--- config.mk ---
export PLATFORM = sky130hd
export DESIGN_NAME = multi_slot_event_timer
export DESIGN_NICKNAME = d
export VERILOG_FILES = /design/src/sv/met_pkg.sv /design/src/sv/multi_slot_event_timer.sv /design/src/sv/met_ram.sv /design/src/sv/met_div.sv /design/src/sv/met_dpath.sv /design/src/sv/met_ctrl.sv
export SDC_FILE = /design/constraint.sdc
export NUM_CORES = 1
export LEC_CHECK = 0
export BUFFER_PORTS_ARGS = -buffer_cell sky130_fd_sc_hd__buf_2
export CORE_MARGIN = 1
export CORE_UTILIZATION = 40
export CTS_CLUSTER_DIAMETER = 80
export DETAILED_ROUTE_END_ITERATION = 12
export GPL_ROUTABILITY_DRIVEN = 0
export PLACE_DENSITY = 0.58
export SLEW_MARGIN = 20
export SYNTH_ARGS = -nofsm -noshare
export SYNTH_HDL_FRONTEND = slang
export SYNTH_HIERARCHICAL = 1
export SYNTH_SLANG_ARGS = --single-unit
--- constraint.sdc ---
create_clock -name clk_i -period 17.79 [get_ports clk_i]
set_clock_uncertainty 0.2 [all_clocks]
set_input_delay 0.8895 -clock clk_i [delete_from_list [all_inputs] [get_ports clk_i]]
set_output_delay 0.8895 -clock clk_i [all_outputs]
set_load 0.02 [all_outputs]
--- src/sv/met_pkg.sv ---
// Shared types, codes and sizes of the multi-slot event timer.
`default_nettype none

package met_pkg;

  // Default number of timer slots
  localparam int SLOTS_DEFAULT = 8;

  // Field widths
  localparam int EV_W  = 16;
  localparam int OWN_W = 4;
  localparam int CNT_W = 24;
  localparam int PER_W = 16;

  // Counter ceiling
  localparam logic [CNT_W-1:0] CNT_MAX = '1;

  // Input kinds
  localparam logic [1:0] KIND_TICK  = 2'd0;
  localparam logic [1:0] KIND_SET   = 2'd1;
  localparam logic [1:0] KIND_UNSET = 2'd2;

  // Result kinds
  localparam logic [2:0] RK_FIRED      = 3'd0;
  localparam logic [2:0] RK_NONE       = 3'd1;
  localparam logic [2:0] RK_SET_DONE   = 3'd2;
  localparam logic [2:0] RK_FULL       = 3'd3;
  localparam logic [2:0] RK_UNSET_DONE = 3'd4;
  localparam logic [2:0] RK_NOT_FOUND  = 3'd5;

  // Input word
  typedef struct packed {
    logic [1:0]       kind;
    logic [EV_W-1:0]  event_id;
    logic [OWN_W-1:0] owner;
    logic [CNT_W-1:0] duration_ms;
    logic             periodic;
  } in_t;

  // Result word
  typedef struct packed {
    logic [2:0]       result_kind;
    logic [EV_W-1:0]  fired_event_id;
    logic [OWN_W-1:0] fired_owner;
    logic             last;
  } out_t;

  // One slot entry as held in the slot memory
  typedef struct packed {
    logic [EV_W-1:0]  ev;
    logic [OWN_W-1:0] own;
    logic [CNT_W-1:0] limit;
    logic [CNT_W-1:0] count;
    logic             repeat_en;
    logic             done;
  } slot_t;

  // Commands from the controller to the datapath
  typedef struct packed {
    logic cap;
    logic rd;
    logic div_start;
    logic tick_wr;
    logic tick_end;
    logic set_wr;
    logic set_full;
    logic unset_clr;
    logic unset_nf;
  } cmd_t;

  // Status from the datapath to the controller
  typedef struct packed {
    logic cur_valid;
    logic fire;
    logic match;
    logic out_free;
    logic pend_v;
    logic div_busy;
  } sts_t;

endpackage

`default_nettype wire

--- src/sv/multi_slot_event_timer.sv ---
// A set word runs a 24-step divide, then a one-slot-per-cycle free search; a tick or
//   unset word walks the slots, reading each valid one from the slot memory.
// One word at a time: the input stays closed while the slot walk through the slot
//   memory and the divider run for the word taken.
// Reset: valid bits cleared, tick period 1, no memory clearing pass; the result
//   register lets the next word be taken while a result waits.
`default_nettype none

module multi_slot_event_timer import met_pkg::*; #(
  parameter int SLOTS = SLOTS_DEFAULT
) (
  input  wire logic             clk_i,
  input  wire logic             rst_ni,
  input  wire logic             in_valid_i,
  output      logic             in_ready_o,
  input  wire in_t              in_data_i,
  output      logic             out_valid_o,
  input  wire logic             out_ready_i,
  output      out_t             out_data_o,
  input  wire logic             cfg_valid_i,
  output      logic             cfg_ready_o,
  input  wire logic [PER_W-1:0] cfg_data_i
);

  localparam int IW = (SLOTS > 1) ? $clog2(SLOTS) : 1;

  cmd_t          cmd;
  sts_t          sts;
  logic [IW-1:0] idx;

  // Period register always takes a write
  assign cfg_ready_o = 1'b1;

  met_ctrl #(
    .SLOTS (SLOTS),
    .IW    (IW)
  ) u_ctrl (
    .clk_i      (clk_i),
    .rst_ni     (rst_ni),
    .in_valid_i (in_valid_i),
    .in_ready_o (in_ready_o),
    .in_kind_i  (in_data_i.kind),
    .sts_i      (sts),
    .cmd_o      (cmd),
    .idx_o      (idx)
  );

  met_dpath #(
    .SLOTS (SLOTS),
    .IW    (IW)
  ) u_dpath (
    .clk_i       (clk_i),
    .rst_ni      (rst_ni),
    .cmd_i       (cmd),
    .idx_i       (idx),
    .sts_o       (sts),
    .in_data_i   (in_data_i),
    .cfg_valid_i (cfg_valid_i),
    .cfg_data_i  (cfg_data_i),
    .out_valid_o (out_valid_o),
    .out_ready_i (out_ready_i),
    .out_data_o  (out_data_o)
  );

endmodule

`default_nettype wire

--- src/sv/met_ram.sv ---
// Generic single-write, single-read RAM with registered read data.
`default_nettype none

module met_ram #(
  parameter int W  = 8,
  parameter int D  = 8,
  parameter int AW = (D > 1) ? $clog2(D) : 1
) (
  input  wire logic          clk_i,
  input  wire logic          we_i,
  input  wire logic [AW-1:0] waddr_i,
  input  wire logic [W-1:0]  wdata_i,
  input  wire logic          re_i,
  input  wire logic [AW-1:0] raddr_i,
  output      logic [W-1:0]  rdata_o
);

  logic [W-1:0] mem_q [D];
  logic [W-1:0] rdata_q;

  // Write port and registered read port
  always_ff @(posedge clk_i) begin
    if (we_i) begin
      mem_q[waddr_i] <= wdata_i;
    end
    if (re_i) begin
      rdata_q <= mem_q[raddr_i];
    end
  end

  assign rdata_o = rdata_q;

endmodule

`default_nettype wire

--- src/sv/met_div.sv ---
// Restoring divider, one quotient bit per cycle, for duration to tick limit.
`default_nettype none

module met_div import met_pkg::*; (
  input  wire logic             clk_i,
  input  wire logic             rst_ni,
  input  wire logic             start_i,
  input  wire logic [CNT_W-1:0] dividend_i,
  input  wire logic [PER_W-1:0] divisor_i,
  output      logic             busy_o,
  output      logic [CNT_W-1:0] quot_o
);

  localparam int CW = $clog2(CNT_W + 1);

  logic             busy_q, busy_d;
  logic [CW-1:0]    cnt_q, cnt_d;
  logic [PER_W-1:0] rem_q, rem_d;
  logic [CNT_W-1:0] quo_q, quo_d;
  logic [PER_W-1:0] dvs_q, dvs_d;
  logic [PER_W:0]   trial;
  logic [PER_W:0]   diff;

  // One shift-subtract step; a zero divisor yields all ones
  always_comb begin
    busy_d = busy_q;
    cnt_d  = cnt_q;
    rem_d  = rem_q;
    quo_d  = quo_q;
    dvs_d  = dvs_q;
    trial  = {rem_q, quo_q[CNT_W-1]};
    diff   = trial - {1'b0, dvs_q};
    if (start_i) begin
      busy_d = 1'b1;
      cnt_d  = CW'(CNT_W);
      rem_d  = '0;
      quo_d  = dividend_i;
      dvs_d  = divisor_i;
    end else if (busy_q) begin
      if (trial >= {1'b0, dvs_q}) begin
        rem_d = diff[PER_W-1:0];
        quo_d = {quo_q[CNT_W-2:0], 1'b1};
      end else begin
        rem_d = trial[PER_W-1:0];
        quo_d = {quo_q[CNT_W-2:0], 1'b0};
      end
      cnt_d  = cnt_q - CW'(1);
      busy_d = (cnt_q != CW'(1));
    end
  end

  always_ff @(posedge clk_i or negedge rst_ni) begin
    if (!rst_ni) begin
      busy_q <= 1'b0;
      cnt_q  <= '0;
    end else begin
      busy_q <= busy_d;
      cnt_q  <= cnt_d;
    end
  end

  // Payload registers
  always_ff @(posedge clk_i) begin
    rem_q <= rem_d;
    quo_q <= quo_d;
    dvs_q <= dvs_d;
  end

  assign busy_o = busy_q;
  assign quot_o = quo_q;

endmodule

`default_nettype wire

--- src/sv/met_dpath.sv ---
// Slot datapath: slot memory, valid bits, divider, pending fire and result register.
`default_nettype none

module met_dpath import met_pkg::*; #(
  parameter int SLOTS = SLOTS_DEFAULT,
  parameter int IW    = (SLOTS > 1) ? $clog2(SLOTS) : 1
) (
  input  wire logic             clk_i,
  input  wire logic             rst_ni,
  input  wire cmd_t             cmd_i,
  input  wire logic [IW-1:0]    idx_i,
  output      sts_t             sts_o,
  input  wire in_t              in_data_i,
  input  wire logic             cfg_valid_i,
  input  wire logic [PER_W-1:0] cfg_data_i,
  output      logic             out_valid_o,
  input  wire logic             out_ready_i,
  output      out_t             out_data_o
);

  logic [PER_W-1:0] period_q;
  in_t              item_q;
  logic [SLOTS-1:0] valid_q;
  logic             pend_v_q;
  logic [EV_W-1:0]  pend_ev_q;
  logic [OWN_W-1:0] pend_own_q;
  logic             out_v_q;
  out_t             out_q;

  slot_t            rd_slot;
  slot_t            tick_slot;
  slot_t            set_slot;
  logic             fire;
  logic             div_busy;
  logic [CNT_W-1:0] quot;
  logic             push;
  out_t             res;

  // Duration divider
  met_div u_div (
    .clk_i      (clk_i),
    .rst_ni     (rst_ni),
    .start_i    (cmd_i.div_start),
    .dividend_i (in_data_i.duration_ms),
    .divisor_i  (period_q),
    .busy_o     (div_busy),
    .quot_o     (quot)
  );

  // Slot memory
  met_ram #(
    .W (($bits(slot_t))),
    .D (SLOTS),
    .AW(IW)
  ) u_ram (
    .clk_i   (clk_i),
    .we_i    (cmd_i.tick_wr | cmd_i.set_wr),
    .waddr_i (idx_i),
    .wdata_i (cmd_i.set_wr ? set_slot : tick_slot),
    .re_i    (cmd_i.rd),
    .raddr_i (idx_i),
    .rdata_o (rd_slot)
  );

  assign fire = (rd_slot.count >= rd_slot.limit) && !rd_slot.done;

  // Tick update of the slot just read
  always_comb begin
    tick_slot = rd_slot;
    if (fire) begin
      tick_slot.count = CNT_W'(1);
      tick_slot.done  = !rd_slot.repeat_en;
    end else if (rd_slot.count != CNT_MAX) begin
      tick_slot.count = rd_slot.count + CNT_W'(1);
    end
  end

  // Fresh entry for a set word
  always_comb begin
    set_slot.ev        = item_q.event_id;
    set_slot.own       = item_q.owner;
    set_slot.limit     = quot;
    set_slot.count     = '0;
    set_slot.repeat_en = item_q.periodic;
    set_slot.done      = 1'b0;
  end

  // Result selection
  always_comb begin
    push = 1'b0;
    res  = '0;
    if (cmd_i.tick_wr && fire && pend_v_q) begin
      push               = 1'b1;
      res.result_kind    = RK_FIRED;
      res.fired_event_id = pend_ev_q;
      res.fired_owner    = pend_own_q;
    end else if (cmd_i.tick_end) begin
      push     = 1'b1;
      res.last = 1'b1;
      if (pend_v_q) begin
        res.result_kind    = RK_FIRED;
        res.fired_event_id = pend_ev_q;
        res.fired_owner    = pend_own_q;
      end else begin
        res.result_kind = RK_NONE;
      end
    end else if (cmd_i.set_wr) begin
      push            = 1'b1;
      res.result_kind = RK_SET_DONE;
      res.last        = 1'b1;
    end else if (cmd_i.set_full) begin
      push            = 1'b1;
      res.result_kind = RK_FULL;
      res.last        = 1'b1;
    end else if (cmd_i.unset_clr) begin
      push            = 1'b1;
      res.result_kind = RK_UNSET_DONE;
      res.last        = 1'b1;
    end else if (cmd_i.unset_nf) begin
      push            = 1'b1;
      res.result_kind = RK_NOT_FOUND;
      res.last        = 1'b1;
    end
  end

  // Control state: period, valid bits, pending and output flags
  always_ff @(posedge clk_i or negedge rst_ni) begin
    if (!rst_ni) begin
      period_q <= PER_W'(1);
      valid_q  <= '0;
      pend_v_q <= 1'b0;
      out_v_q  <= 1'b0;
    end else begin
      if (cfg_valid_i) begin
        period_q <= cfg_data_i;
      end
      if (cmd_i.set_wr) begin
        valid_q[idx_i] <= 1'b1;
      end else if (cmd_i.unset_clr) begin
        valid_q[idx_i] <= 1'b0;
      end
      if (cmd_i.tick_wr && fire) begin
        pend_v_q <= 1'b1;
      end else if (cmd_i.tick_end) begin
        pend_v_q <= 1'b0;
      end
      if (push) begin
        out_v_q <= 1'b1;
      end else if (out_ready_i) begin
        out_v_q <= 1'b0;
      end
    end
  end

  // Payload registers
  always_ff @(posedge clk_i) begin
    if (cmd_i.cap) begin
      item_q <= in_data_i;
    end
    if (cmd_i.tick_wr && fire) begin
      pend_ev_q  <= rd_slot.ev;
      pend_own_q <= rd_slot.own;
    end
    if (push) begin
      out_q <= res;
    end
  end

  // Status back to the controller
  always_comb begin
    sts_o.cur_valid = valid_q[idx_i];
    sts_o.fire      = fire;
    sts_o.match     = (rd_slot.ev == item_q.event_id);
    sts_o.out_free  = !out_v_q || out_ready_i;
    sts_o.pend_v    = pend_v_q;
    sts_o.div_busy  = div_busy;
  end

  assign out_valid_o = out_v_q;
  assign out_data_o  = out_q;

endmodule

`default_nettype wire

--- src/sv/met_ctrl.sv ---
// Controller: sequences divide, slot walks and result pushes for each input word.
`default_nettype none

module met_ctrl import met_pkg::*; #(
  parameter int SLOTS = SLOTS_DEFAULT,
  parameter int IW    = (SLOTS > 1) ? $clog2(SLOTS) : 1
) (
  input  wire logic          clk_i,
  input  wire logic          rst_ni,
  input  wire logic          in_valid_i,
  output      logic          in_ready_o,
  input  wire logic [1:0]    in_kind_i,
  input  wire sts_t          sts_i,
  output      cmd_t          cmd_o,
  output      logic [IW-1:0] idx_o
);

  typedef enum logic [3:0] {
    S_IDLE,
    S_DIV,
    S_SCAN,
    S_TRD,
    S_TEV,
    S_TEND,
    S_URD,
    S_UEV,
    S_UNF
  } state_e;

  state_e        state_q, state_d;
  logic [IW-1:0] idx_q, idx_d;
  logic          is_last;

  assign is_last = (idx_q == IW'(SLOTS - 1));

  // Next state and commands
  always_comb begin
    state_d    = state_q;
    idx_d      = idx_q;
    cmd_o      = '0;
    in_ready_o = 1'b0;
    unique case (state_q)
      S_IDLE: begin
        in_ready_o = 1'b1;
        if (in_valid_i) begin
          cmd_o.cap = 1'b1;
          idx_d     = '0;
          unique case (in_kind_i)
            KIND_TICK:  state_d = S_TRD;
            KIND_SET: begin
              cmd_o.div_start = 1'b1;
              state_d         = S_DIV;
            end
            KIND_UNSET: state_d = S_URD;
            default:    state_d = S_IDLE;
          endcase
        end
      end
      S_DIV: begin
        if (!sts_i.div_busy) begin
          state_d = S_SCAN;
        end
      end
      // Look for the first free slot
      S_SCAN: begin
        if (!sts_i.cur_valid) begin
          if (sts_i.out_free) begin
            cmd_o.set_wr = 1'b1;
            state_d      = S_IDLE;
          end
        end else if (is_last) begin
          if (sts_i.out_free) begin
            cmd_o.set_full = 1'b1;
            state_d        = S_IDLE;
          end
        end else begin
          idx_d = idx_q + IW'(1);
        end
      end
      // Tick walk: read a valid slot, then update it
      S_TRD: begin
        if (sts_i.cur_valid) begin
          cmd_o.rd = 1'b1;
          state_d  = S_TEV;
        end else if (is_last) begin
          state_d = S_TEND;
        end else begin
          idx_d = idx_q + IW'(1);
        end
      end
      S_TEV: begin
        if (!(sts_i.fire && sts_i.pend_v && !sts_i.out_free)) begin
          cmd_o.tick_wr = 1'b1;
          if (is_last) begin
            state_d = S_TEND;
          end else begin
            idx_d   = idx_q + IW'(1);
            state_d = S_TRD;
          end
        end
      end
      S_TEND: begin
        if (sts_i.out_free) begin
          cmd_o.tick_end = 1'b1;
          state_d        = S_IDLE;
        end
      end
      // Unset walk: read a valid slot, then compare its id
      S_URD: begin
        if (sts_i.cur_valid) begin
          cmd_o.rd = 1'b1;
          state_d  = S_UEV;
        end else if (is_last) begin
          state_d = S_UNF;
        end else begin
          idx_d = idx_q + IW'(1);
        end
      end
      S_UEV: begin
        if (sts_i.match) begin
          if (sts_i.out_free) begin
            cmd_o.unset_clr = 1'b1;
            state_d         = S_IDLE;
          end
        end else if (is_last) begin
          state_d = S_UNF;
        end else begin
          idx_d   = idx_q + IW'(1);
          state_d = S_URD;
        end
      end
      S_UNF: begin
        if (sts_i.out_free) begin
          cmd_o.unset_nf = 1'b1;
          state_d        = S_IDLE;
        end
      end
      default: state_d = S_IDLE;
    endcase
  end

  always_ff @(posedge clk_i or negedge rst_ni) begin
    if (!rst_ni) begin
      state_q <= S_IDLE;
      idx_q   <= '0;
    end else begin
      state_q <= state_d;
      idx_q   <= idx_d;
    end
  end

  assign idx_o = idx_q;

endmodule

`default_nettype wire

* After elaboration in Yosys (flattened, before gate mapping)
Memories as Yosys holds them, arrays and structs flattened. A register that Yosys moved wholly into a read port is not among the register bits.
Index checks and enable logic that the tools add are counted.
W data, S select, Z words.
** Cells by class
- Muxes and demuxes :: 80
- Reductions and logical operators :: 22
- $lt $le $gt $ge :: 4
- Bitwise logic cells :: 4
- Add/sub/neg operators :: 4
- Equality and inequality tests :: 23
** Operator list (number)
- $mux W24 :: 4
- $mux W70 :: 1
- $mux W20 :: 3
- $mux W4 :: 12
- $mux W1 :: 37
- $mux W3 :: 12
- $pmux W4 S8 :: 1
- $add A24 B1 Y24 const B :: 1
- $ge A24 B24 Y1 :: 1
- $ne A24 B24 Y1 const B :: 1
- $ge A17 B16 Y1 :: 1
- $eq A16 B16 Y1 :: 1
- $eq A4 B3 Y1 const B :: 4
- $mux W16 :: 1
- $mux W8 :: 2
- $sub A16 B16 Y16 :: 1
- $pmux W3 S5 :: 1
- $reduce_and A6 Y1 :: 2
- $mux W5 :: 2
- $ne A2 B2 Y1 const B :: 5
- $pmux W3 S3 :: 1
- $and A8 B8 Y8 :: 1
- $eq A4 B2 Y1 const B :: 2
- $not A8 Y8 :: 1
- 26 further kinds :: 39
** Storage, ports and cells
- Bits of input ports :: 68
- Memories kept :: 1
- Bits in writable memories :: 560
- Bits in registers :: 160
- Output and inout bits :: 27
** Memory list
- u_dpath.u_ram.mem_q :: words 8, width 70, rd ports 1, clocked after memory_dff 1, write ports 1, line met_ram.sv:18 : logic [W-1:0] mem_q [D];

* Depth between registers and ports, before layout
Gate-level depths: netlist (run 1).
- Depth after elaboration :: 11
- Mapped depth :: 17
- Depth with buffers taken out :: 15

* By module
Netlist (run 1), hierarchy kept.
** Modules (own cells, without submodules)
- met_ram :: seq. area each 18918.1 µm², instances 1, cells each 893, area each 23168.5 µm²
- met_dpath :: seq. area each 2603.7 µm², instances 1, cells each 494, area each 5298.8 µm²
- met_div :: seq. area each 1671.6 µm², instances 1, cells each 310, area each 3465.8 µm²
- met_ctrl :: seq. area each 175.2 µm², instances 1, cells each 95, area each 800.8 µm²
- multi_slot_event_timer :: seq. area each 0.0 µm², instances 1, cells each 2, area each 11.3 µm²

* Worst setup path before layout (run 1)
Ideal clock, no wire load.
- Kind :: register to register
- Start :: register u_ctrl.idx_q[0], in the netlist u_ctrl/idx_o[0]
- End :: register u_dpath.u_ram.rdata_q[0], in the netlist u_dpath/u_ram/rdata_o[0], read port of u_dpath.u_ram.mem_q (enable)
- Arrival time :: 8.515 ns
- Path slack :: 8.380 ns
- Stages on the path, launching flop included :: 9
- Data required time :: 16.895 ns
- Clock period less this slack :: 9.410 ns
- Cells stage by stage :: dfrtp_1 clkbuf_1 and3_1 o21ai_0 o21ai_0 a21oi_1 o21ai_0 buf_6 nor4b_1
** RTL lines
- start: declaration :: line met_ctrl.sv:31 : logic [IW-1:0] idx_q, idx_d;
- start signal: assignment :: line met_ctrl.sv:148 : idx_q <= idx_d;
- end: declaration :: line met_ram.sv:19 : logic [W-1:0] rdata_q;

==> metrics.cfg, run 1 <==
[yosys]
ys_top_cells_by_area = edfxtp_1 (67%), mux4_2 (9.6%), mux2_2 (4.6%), dfrtp_1 (2.9%), ha_1 (1.7%)
syn_area_per_cell_um2 = 18.3
synth-simple-area-share_pct = 5.22
yosys.area.top_type = edfxtp_1
ys_ff_latch = 790
async_flop_share_pct = 4.94
yosysTopAreaCellShare_pct = 67.4
synth_compound_area_share_pct = 3.61
muxShareOfSynthArea_pct = 14.5
synth_area_mm2 = 0.0327
yosys_warnings = 6
netlist_instances = 1794
synth.distinct_cells = 85
yosysSeqAreaShare_pct = 71.4
ys.flop_type = edfxtp_1
synth_xor_area_share_pct = 1.28
synth_top_family_by_area = multiplexers
synthAdderAreaFrac_pct = 1.78
syn_nets = 1908
synth_edf_count = 735

[setup_path]
critical_path.startpoint = u_ctrl/idx_o[0]
crit_type = flip-flop to flip-flop
reg2reg_depth = 12
endpoint = u_dpath/u_ram/mem_q[5][20]
endpoint_kind = flip-flop
reg2reg_to = u_dpath/u_ram/mem_q[5][20]
crit_arrival_ns = 5.55
worstPathMaxFanout = 108
reg2reg_from = u_ctrl/idx_o[0]
cp.required_ns = 17.83
r2r_slack_ns = 12.29
crit_path_start_kind = flip-flop

[floorplan]
rows = 104
io_pins = 95
fp.dieH_um = 288
start_util_pct = 40.5
die-width_um = 288
core_area_mm2 = 0.0808
dieArea_mm2 = 0.0830

[sta]
slew_headroom_pct = 26.9
max_freq_mhz = 182
fin_setup_tns_ns = 0
rsz0062_at_grt = no
fin_crit_ns = 5.50
tightest_slew_ns = 1.10
finalWorstSetupSlack_ns = 12.29
slew_violations = 0
timing_hold_violations_final = 0
post-route-period-util_pct = 30.9
hold-worst-slack_ns = 0.127
setup_viol = 0

[clock_network]
clock_latency_ns = 0.64
cts_hold_buf = 0
clock_sinks = 790
cts_tree = yes
cts-buffers-inserted = 81
cts_resized = 0
clockBufferDepth = 3
clkTransAtPathRegs_ns = 0.06
cts_max_level = 3
clock_tree.root_cell = clkbuf_16
post_cts_buffers = 0

[placement]
pre_cts_slack_ns = 11.96
placed_cell_area_mm2 = 0.0343
io_buffers = 93
dp_hpwl_mm = 39.4
dp.cells = 2890

[worst_hold_path]
hold_path.class = primary input to asynchronous set/reset pin

[route]
drc = 2
antenna_left = 0
topRoutingLayerUsed = met4
initialDrtViolationCount = 1140
drt-pass1-iter-count = 11
route.met3.wl_mm = 3.04
drt-met1-wl_mm = 30.1
totalWireLength_mm = 68.9
met2RoutedLength_mm = 34.3
vias_per_cell = 5.35
vias = 16200
wl_per_cell_um = 22.7

[layout]
final_cells = 3039
area_growth_pct = 13.4
design_area_mm2 = 0.0371
nNetsFinal = 2027
drive_gt1_share_pct = 29.0
diodes = 0

[grt]
grt_max_degree = 109
antenna_found_initial = 0
grt_use_total_pct = 16.9
grt_pass1_wl_mm = 106
grt_pass1_vias = 17300
overflow = 0

[power]
powerDensity_mw_per_mm2 = 175
leakagePower_nw = 12.1
max-vdd-ir-drop_mv = 0.113

[run_status]
violations = design-rule violations
status = finished with violations

[flow_run]
cap_violations = 0

==> synth_stat cells, drive strengths merged, types with 3 or more instances <==
cell    instances
o311a           3
a31oi           6
o31a            3
mux2i           6
o21ai          58
nor2b          29
nand2b         15
inv            60
nand2          88
and3            6
or3             6
a21oi          26
nor3b           6
nand3          13
nand4          18
clkbuf         27
buf            58
a211oi          5
o31ai          13
dfxtp          16
mux4          140
nor2           81
a311oi         13
nor3           19
xor2            8
and2            6
nand3b          3
nor4b           4
dfrtp          38
ha             45
a21o            7
edfxtp        735
mux2          136
xnor2          40
o21a            8
or2             4
nor4           13
==> cell type report <==
cell class / instances / area (µm²)
fillers: 6765 / 43700
repair buffers: 121 / 688
multi-input cells: 859 / 8730
inverters: 60 / 225
clock buffers: 104 / 2160
flip-flops and latches: 790 / 23400
well taps: 1060 / 1330
clock inverters: 45 / 607
==> how the worst min path moves through the flow <==
stage                                         end  slack (ns)  cells past startpoint
after global routing          u_dpath/period_q[4]        0.16                      2
final                         u_dpath/period_q[7]        0.13                      2
after detailed placement  u_dpath/u_div/dvs_q[13]        0.23                      0
after CTS                     u_dpath/period_q[7]        0.13                      2
after floorplan           u_dpath/u_div/dvs_q[10]        0.22                      0
after global placement    u_dpath/u_div/dvs_q[13]        0.23                      0
==> metrics by stage <==
step,util [%],total power [W]
3_5_place_dp,42.5,0.00481
2_1_floorplan,-,0.00429
4_1_cts,45.9,0.00657
6_report,45.9,0.00649
5_1_grt,45.9,0.00683
3_3_place_gp,42.5,0.00475
==> state kept, by name (all words and copies together) (netlist names), named ones only <==
name,cells
u_dpath/u_div/quot_o,24
u_dpath/u_ram/rdata_o,70
u_ctrl/state_q,4
u_dpath/pend_own_q,4
u_dpath/out_data_o,24
u_dpath/pend_ev_q,16
u_dpath/u_div/rem_q,16
u_dpath/out_valid_o,1
u_dpath/item_q,21
u_dpath/pend_v_q,1
u_dpath/u_div/dvs_q,16
u_dpath/u_div/busy_o,1
u_dpath/u_div/cnt_q,5
u_dpath/period_q,16
u_dpath/u_ram/mem_q,560
u_ctrl/idx_o,3
==> placed cells by master (no fill, tap or decap), drive strengths merged, types with 7 or more instances in the layout <==
cell type	n
a311oi	13
dfxtp	16
mux2	136
nand3	13
o31ai	13
xnor2	40
mux4	140
dfrtp	38
ha	45
a21oi	26
buf	121
clkinv	29
edfxtp	735
nor2b	29
xor2	8
clkbuf	104
nand4	18
nand2b	15
a21o	7
nor4	13
nand2	88
o21ai	58
nor3	19
bufinv	11
o21a	8
nor2	81
inv	60
==> worst max-delay path: stages, from the launching register on <==
cell and delay, ns:
dfrtp_4 0.66, buf_12 0.68, nor3b_1 0.12, o21ai_0 0.16, o21ai_0 0.11, a21oi_1 0.14
o21ai_1 0.24, nor4_2 0.31, buf_4 0.44, or2_2 0.21, nand2_1 0.20, nor2_4 0.65
buf_4 0.86
==> kinds of logic after synthesis <==
logic type	after synthesis
flops	790
compound gates	163
mux	282
xor+xnor	48
other cells	1
simple gates	319
buf+inv	145
fa+ha+maj	46
==> per-layer routing <==
layer,track usage [%],up-vias
li1,-,7327
met2,28.7,347
met4,4.85,0
met5,0,-
met3,2.35,86
met1,22.6,8487
==> where the power goes <==
part / switching (W) / internal, W
Sequential: 0.000221 / 0.00273
Clock: 0.000714 / 0.00103
Combinational: 0.00107 / 0.000725
Total: 0.00201 / 0.00448
No activity file was read; power rests on OpenSTA's default activity.
==> inputs of run 2 (changes only) <==
--- a/config.mk
+++ b/config.mk
@@ -11,7 +11,7 @@
 export CTS_CLUSTER_DIAMETER = 80
 export DETAILED_ROUTE_END_ITERATION = 12
 export GPL_ROUTABILITY_DRIVEN = 0
-export PLACE_DENSITY = 0.58
+export PLACE_DENSITY = 0.6
 export SLEW_MARGIN = 20
 export SYNTH_ARGS = -nofsm -noshare
 export SYNTH_HDL_FRONTEND = slang
==> constraint.sdc (replaced) <==
create_clock -name clk_i -period 4.8 [get_ports clk_i]
set_clock_uncertainty 0.2 [all_clocks]
set_input_delay 0.24 -clock clk_i [delete_from_list [all_inputs] [get_ports clk_i]]
set_output_delay 0.24 -clock clk_i [all_outputs]
set_load 0.02 [all_outputs]
==> metrics.cfg, run 2 (synthesis results as in run 1) <==
[sta]
slew_violations = 0  ; unchanged
post-route-period-util_pct = 93.9  ; +63 points
max_freq_mhz = 222  ; +22%
slew_headroom_pct = 25.5  ; -1.5 points
fin_crit_ns = 4.50  ; -1.00 ns
rsz0062_at_grt = no
timing_hold_violations_final = 31  ; +31
fin_setup_tns_ns = 0  ; unchanged
tightest_slew_ns = 1.11  ; +0.0104 ns
setup_viol = 0  ; unchanged
hold-worst-slack_ns = -0.0336  ; -0.160 ns

[layout]
largest_register_ff_count = 560  ; unchanged
drive_gt1_share_pct = 28.9  ; -0.089 points
nNetsFinal = 2124  ; +4.8%
final_cells = 3135  ; +3.2%
area_growth_pct = 16.6
largest_register = u_dpath/u_ram/mem_q
final_common_cell = edfxtp_1
diodes = 0  ; unchanged
final_cell_mix = edfxtp_1 (735), mux4_2 (140), mux2_2 (134)
fillCellCount = 6738  ; -0.40%

[floorplan]
io_pins = 95  ; unchanged
start_util_pct = 40.5  ; unchanged
die-width_um = 288  ; unchanged
dieArea_mm2 = 0.0830  ; unchanged
fp.dieH_um = 288  ; unchanged
rows = 104  ; unchanged
core_area_mm2 = 0.0808  ; unchanged

[worst_hold_path]
hold_path.class = primary input to asynchronous set/reset pin

[route]
initialDrtViolationCount = 1295  ; +14%
totalWireLength_mm = 70.6  ; +2.6%
drc = 4  ; +2
vias = 16800  ; +3.6%
antenna_left = 0  ; unchanged
vias_per_cell = 5.37  ; +0.45%
wl_per_cell_um = 22.5  ; -0.58%
drt-pass1-iter-count = 12  ; +1

[power]
seq_power_share_pct = 43.9  ; -1.5 points
p_sw_share_pct = 31.4  ; +0.45 points
p_sw_w = 0.00767  ; +280%
combPwrFrac_pct = 29.4  ; +1.7 points
max-vdd-ir-drop_mv = 0.350  ; +210%
power_w = 0.0244  ; +280%
powerDensity_mw_per_mm2 = 640  ; +270%
p_int_w = 0.0168  ; +270%
clockPowerShare_pct = 26.7  ; -0.2 points
leakagePower_nw = 12.6  ; +3.8%

[clock_network]
clock_sinks = 790  ; unchanged
clock_tree.root_cell = clkbuf_16
cts_max_level = 3  ; unchanged
clock_latency_ns = 0.64  ; about the same
post_cts_buffers = 0  ; unchanged
cts-buffers-inserted = 83  ; +2.5%
cts_tree = yes
clkTransAtPathRegs_ns = 0.06  ; about the same
clockBufferDepth = 3  ; unchanged

[setup_path]
endpoint_kind = flip-flop
crit_arrival_ns = 4.61  ; -0.94 ns
cp.required_ns = 4.90  ; -12.93 ns
reg2reg_from = u_dpath/u_ram/rdata_o[19]
crit_type = flip-flop to flip-flop
worstPathMaxFanout = 23  ; -79%
critical_path.startpoint = u_dpath/u_ram/rdata_o[19]
crit_path_start_kind = flip-flop

[grt]
antenna_found_initial = 0  ; unchanged
grt_max_degree = 128  ; +17%
grt_pass1_wl_mm = 107  ; +1.7%
grt_pass1_vias = 17300  ; -0.092%
grt_use_total_pct = 17.2  ; +0.30 points
overflow = 0  ; unchanged

[placement]
dp_hpwl_mm = 42.0  ; +6.8%
io_buffers = 93  ; unchanged
dp.cells = 2904  ; +0.48%

[run_status]
violations = design-rule violations, negative hold slack
status = finished with violations

[flow_run]
cap_violations = 0  ; unchanged

==> run 2: cell types whose count changed in the layout (fill, tap and decap cells not counted), moves of 3 or more <==
cell / previous run / this run
buf_12: 1 / 8
buf_4: 27 / 36
clkbuf_1: 19 / 16
clkinv_1: 13 / 8
clkinv_2: 9 / 16
dlygate4sd3_1: 0 / 80
==> run 2: critical path, stage by stage, from the launching register on <==
cell	delay, ns
edfxtp_1	0.46
ha_1	0.34
a21oi_1	0.16
o21a_1	0.15
o221a_2	0.22
and3_1	0.32
and2_2	0.29
nor2_1	0.08
nand3b_1	0.16
and2b_1	0.17
or2_2	0.14
nand2b_1	0.25
nor2_4	0.79
buf_4	0.43
==> run 2: per-stage QoR <==
step | worst slack (ns) | area, µm² | util (%)
6_report | 0.295 | 38200 | 47.3
3_5_place_dp | 0.194 | 34600 | 42.8
3_3_place_gp | 0.242 | 34600 | 42.8
5_1_grt | 0.0656 | 38200 | 47.3
2_1_floorplan | -0.0803 | 32800 | -
4_1_cts | 0.166 | 38100 | 47.2
==> run 2: repair_timing <==
action / CTS / global route
endpoints found under the hold margin: 118 / 0
endpoints found under the setup margin: 0 / 53
hold buffers: 80 / 0
resized for setup: 0 / 1
==> run 2: path summary, 6_finish.rpt <==
path / end / slack, ns / cells after the start
min reg2reg: u_dpath/u_div/dvs_q[7] / 0.25 / 0
min: u_dpath/period_q[5] / -0.03 / 2
max: u_dpath/u_ram/mem_q[3][21] / 0.30 / 13
min in group clk_i: u_dpath/u_div/cnt_q[0] / 0.07 / 5
max in group asynchronous: u_ctrl/idx_o[2] / 3.97 / 2
max reg2reg: u_dpath/u_ram/mem_q[3][21] / 0.30 / 13
==> run 2: layout make-up <==
type | count | area [µm²] | area share, %
Sequential cell | 790 | 23400 | 61.2
Clock inverter | 49 | 619 | 1.62
Timing Repair Buffer | 216 | 1690 | 4.43
Clock buffer | 101 | 2180 | 5.70
Inverter | 60 | 225 | 0.590
Tap cell | 1060 | 1330 | 3.47
Multi-Input combinational cell | 859 | 8760 | 23.0
==> run 2: power by group through the flow <==
stage          clock network (W)  logic [W]  registers, W
2_1_floorplan                  0    0.00514        0.0107
3_5_place_dp                   0    0.00719        0.0109
4_1_cts                  0.00668    0.00729        0.0107
6_report                 0.00652    0.00720        0.0107
5_1_grt                  0.00692    0.00789        0.0109
3_3_place_gp                   0    0.00708        0.0108
==> run 2: routing by layer <==
layer	wire length, µm	share of wire (%)	vias up	track usage (%)
li1	-	-	7526	-
met1	32100	45	8829	24.1
met2	34200	48	390	28.1
met3	3020	4.3	90	2.35
met4	1290	1.8	0	4.87
met5	0	0	-	0
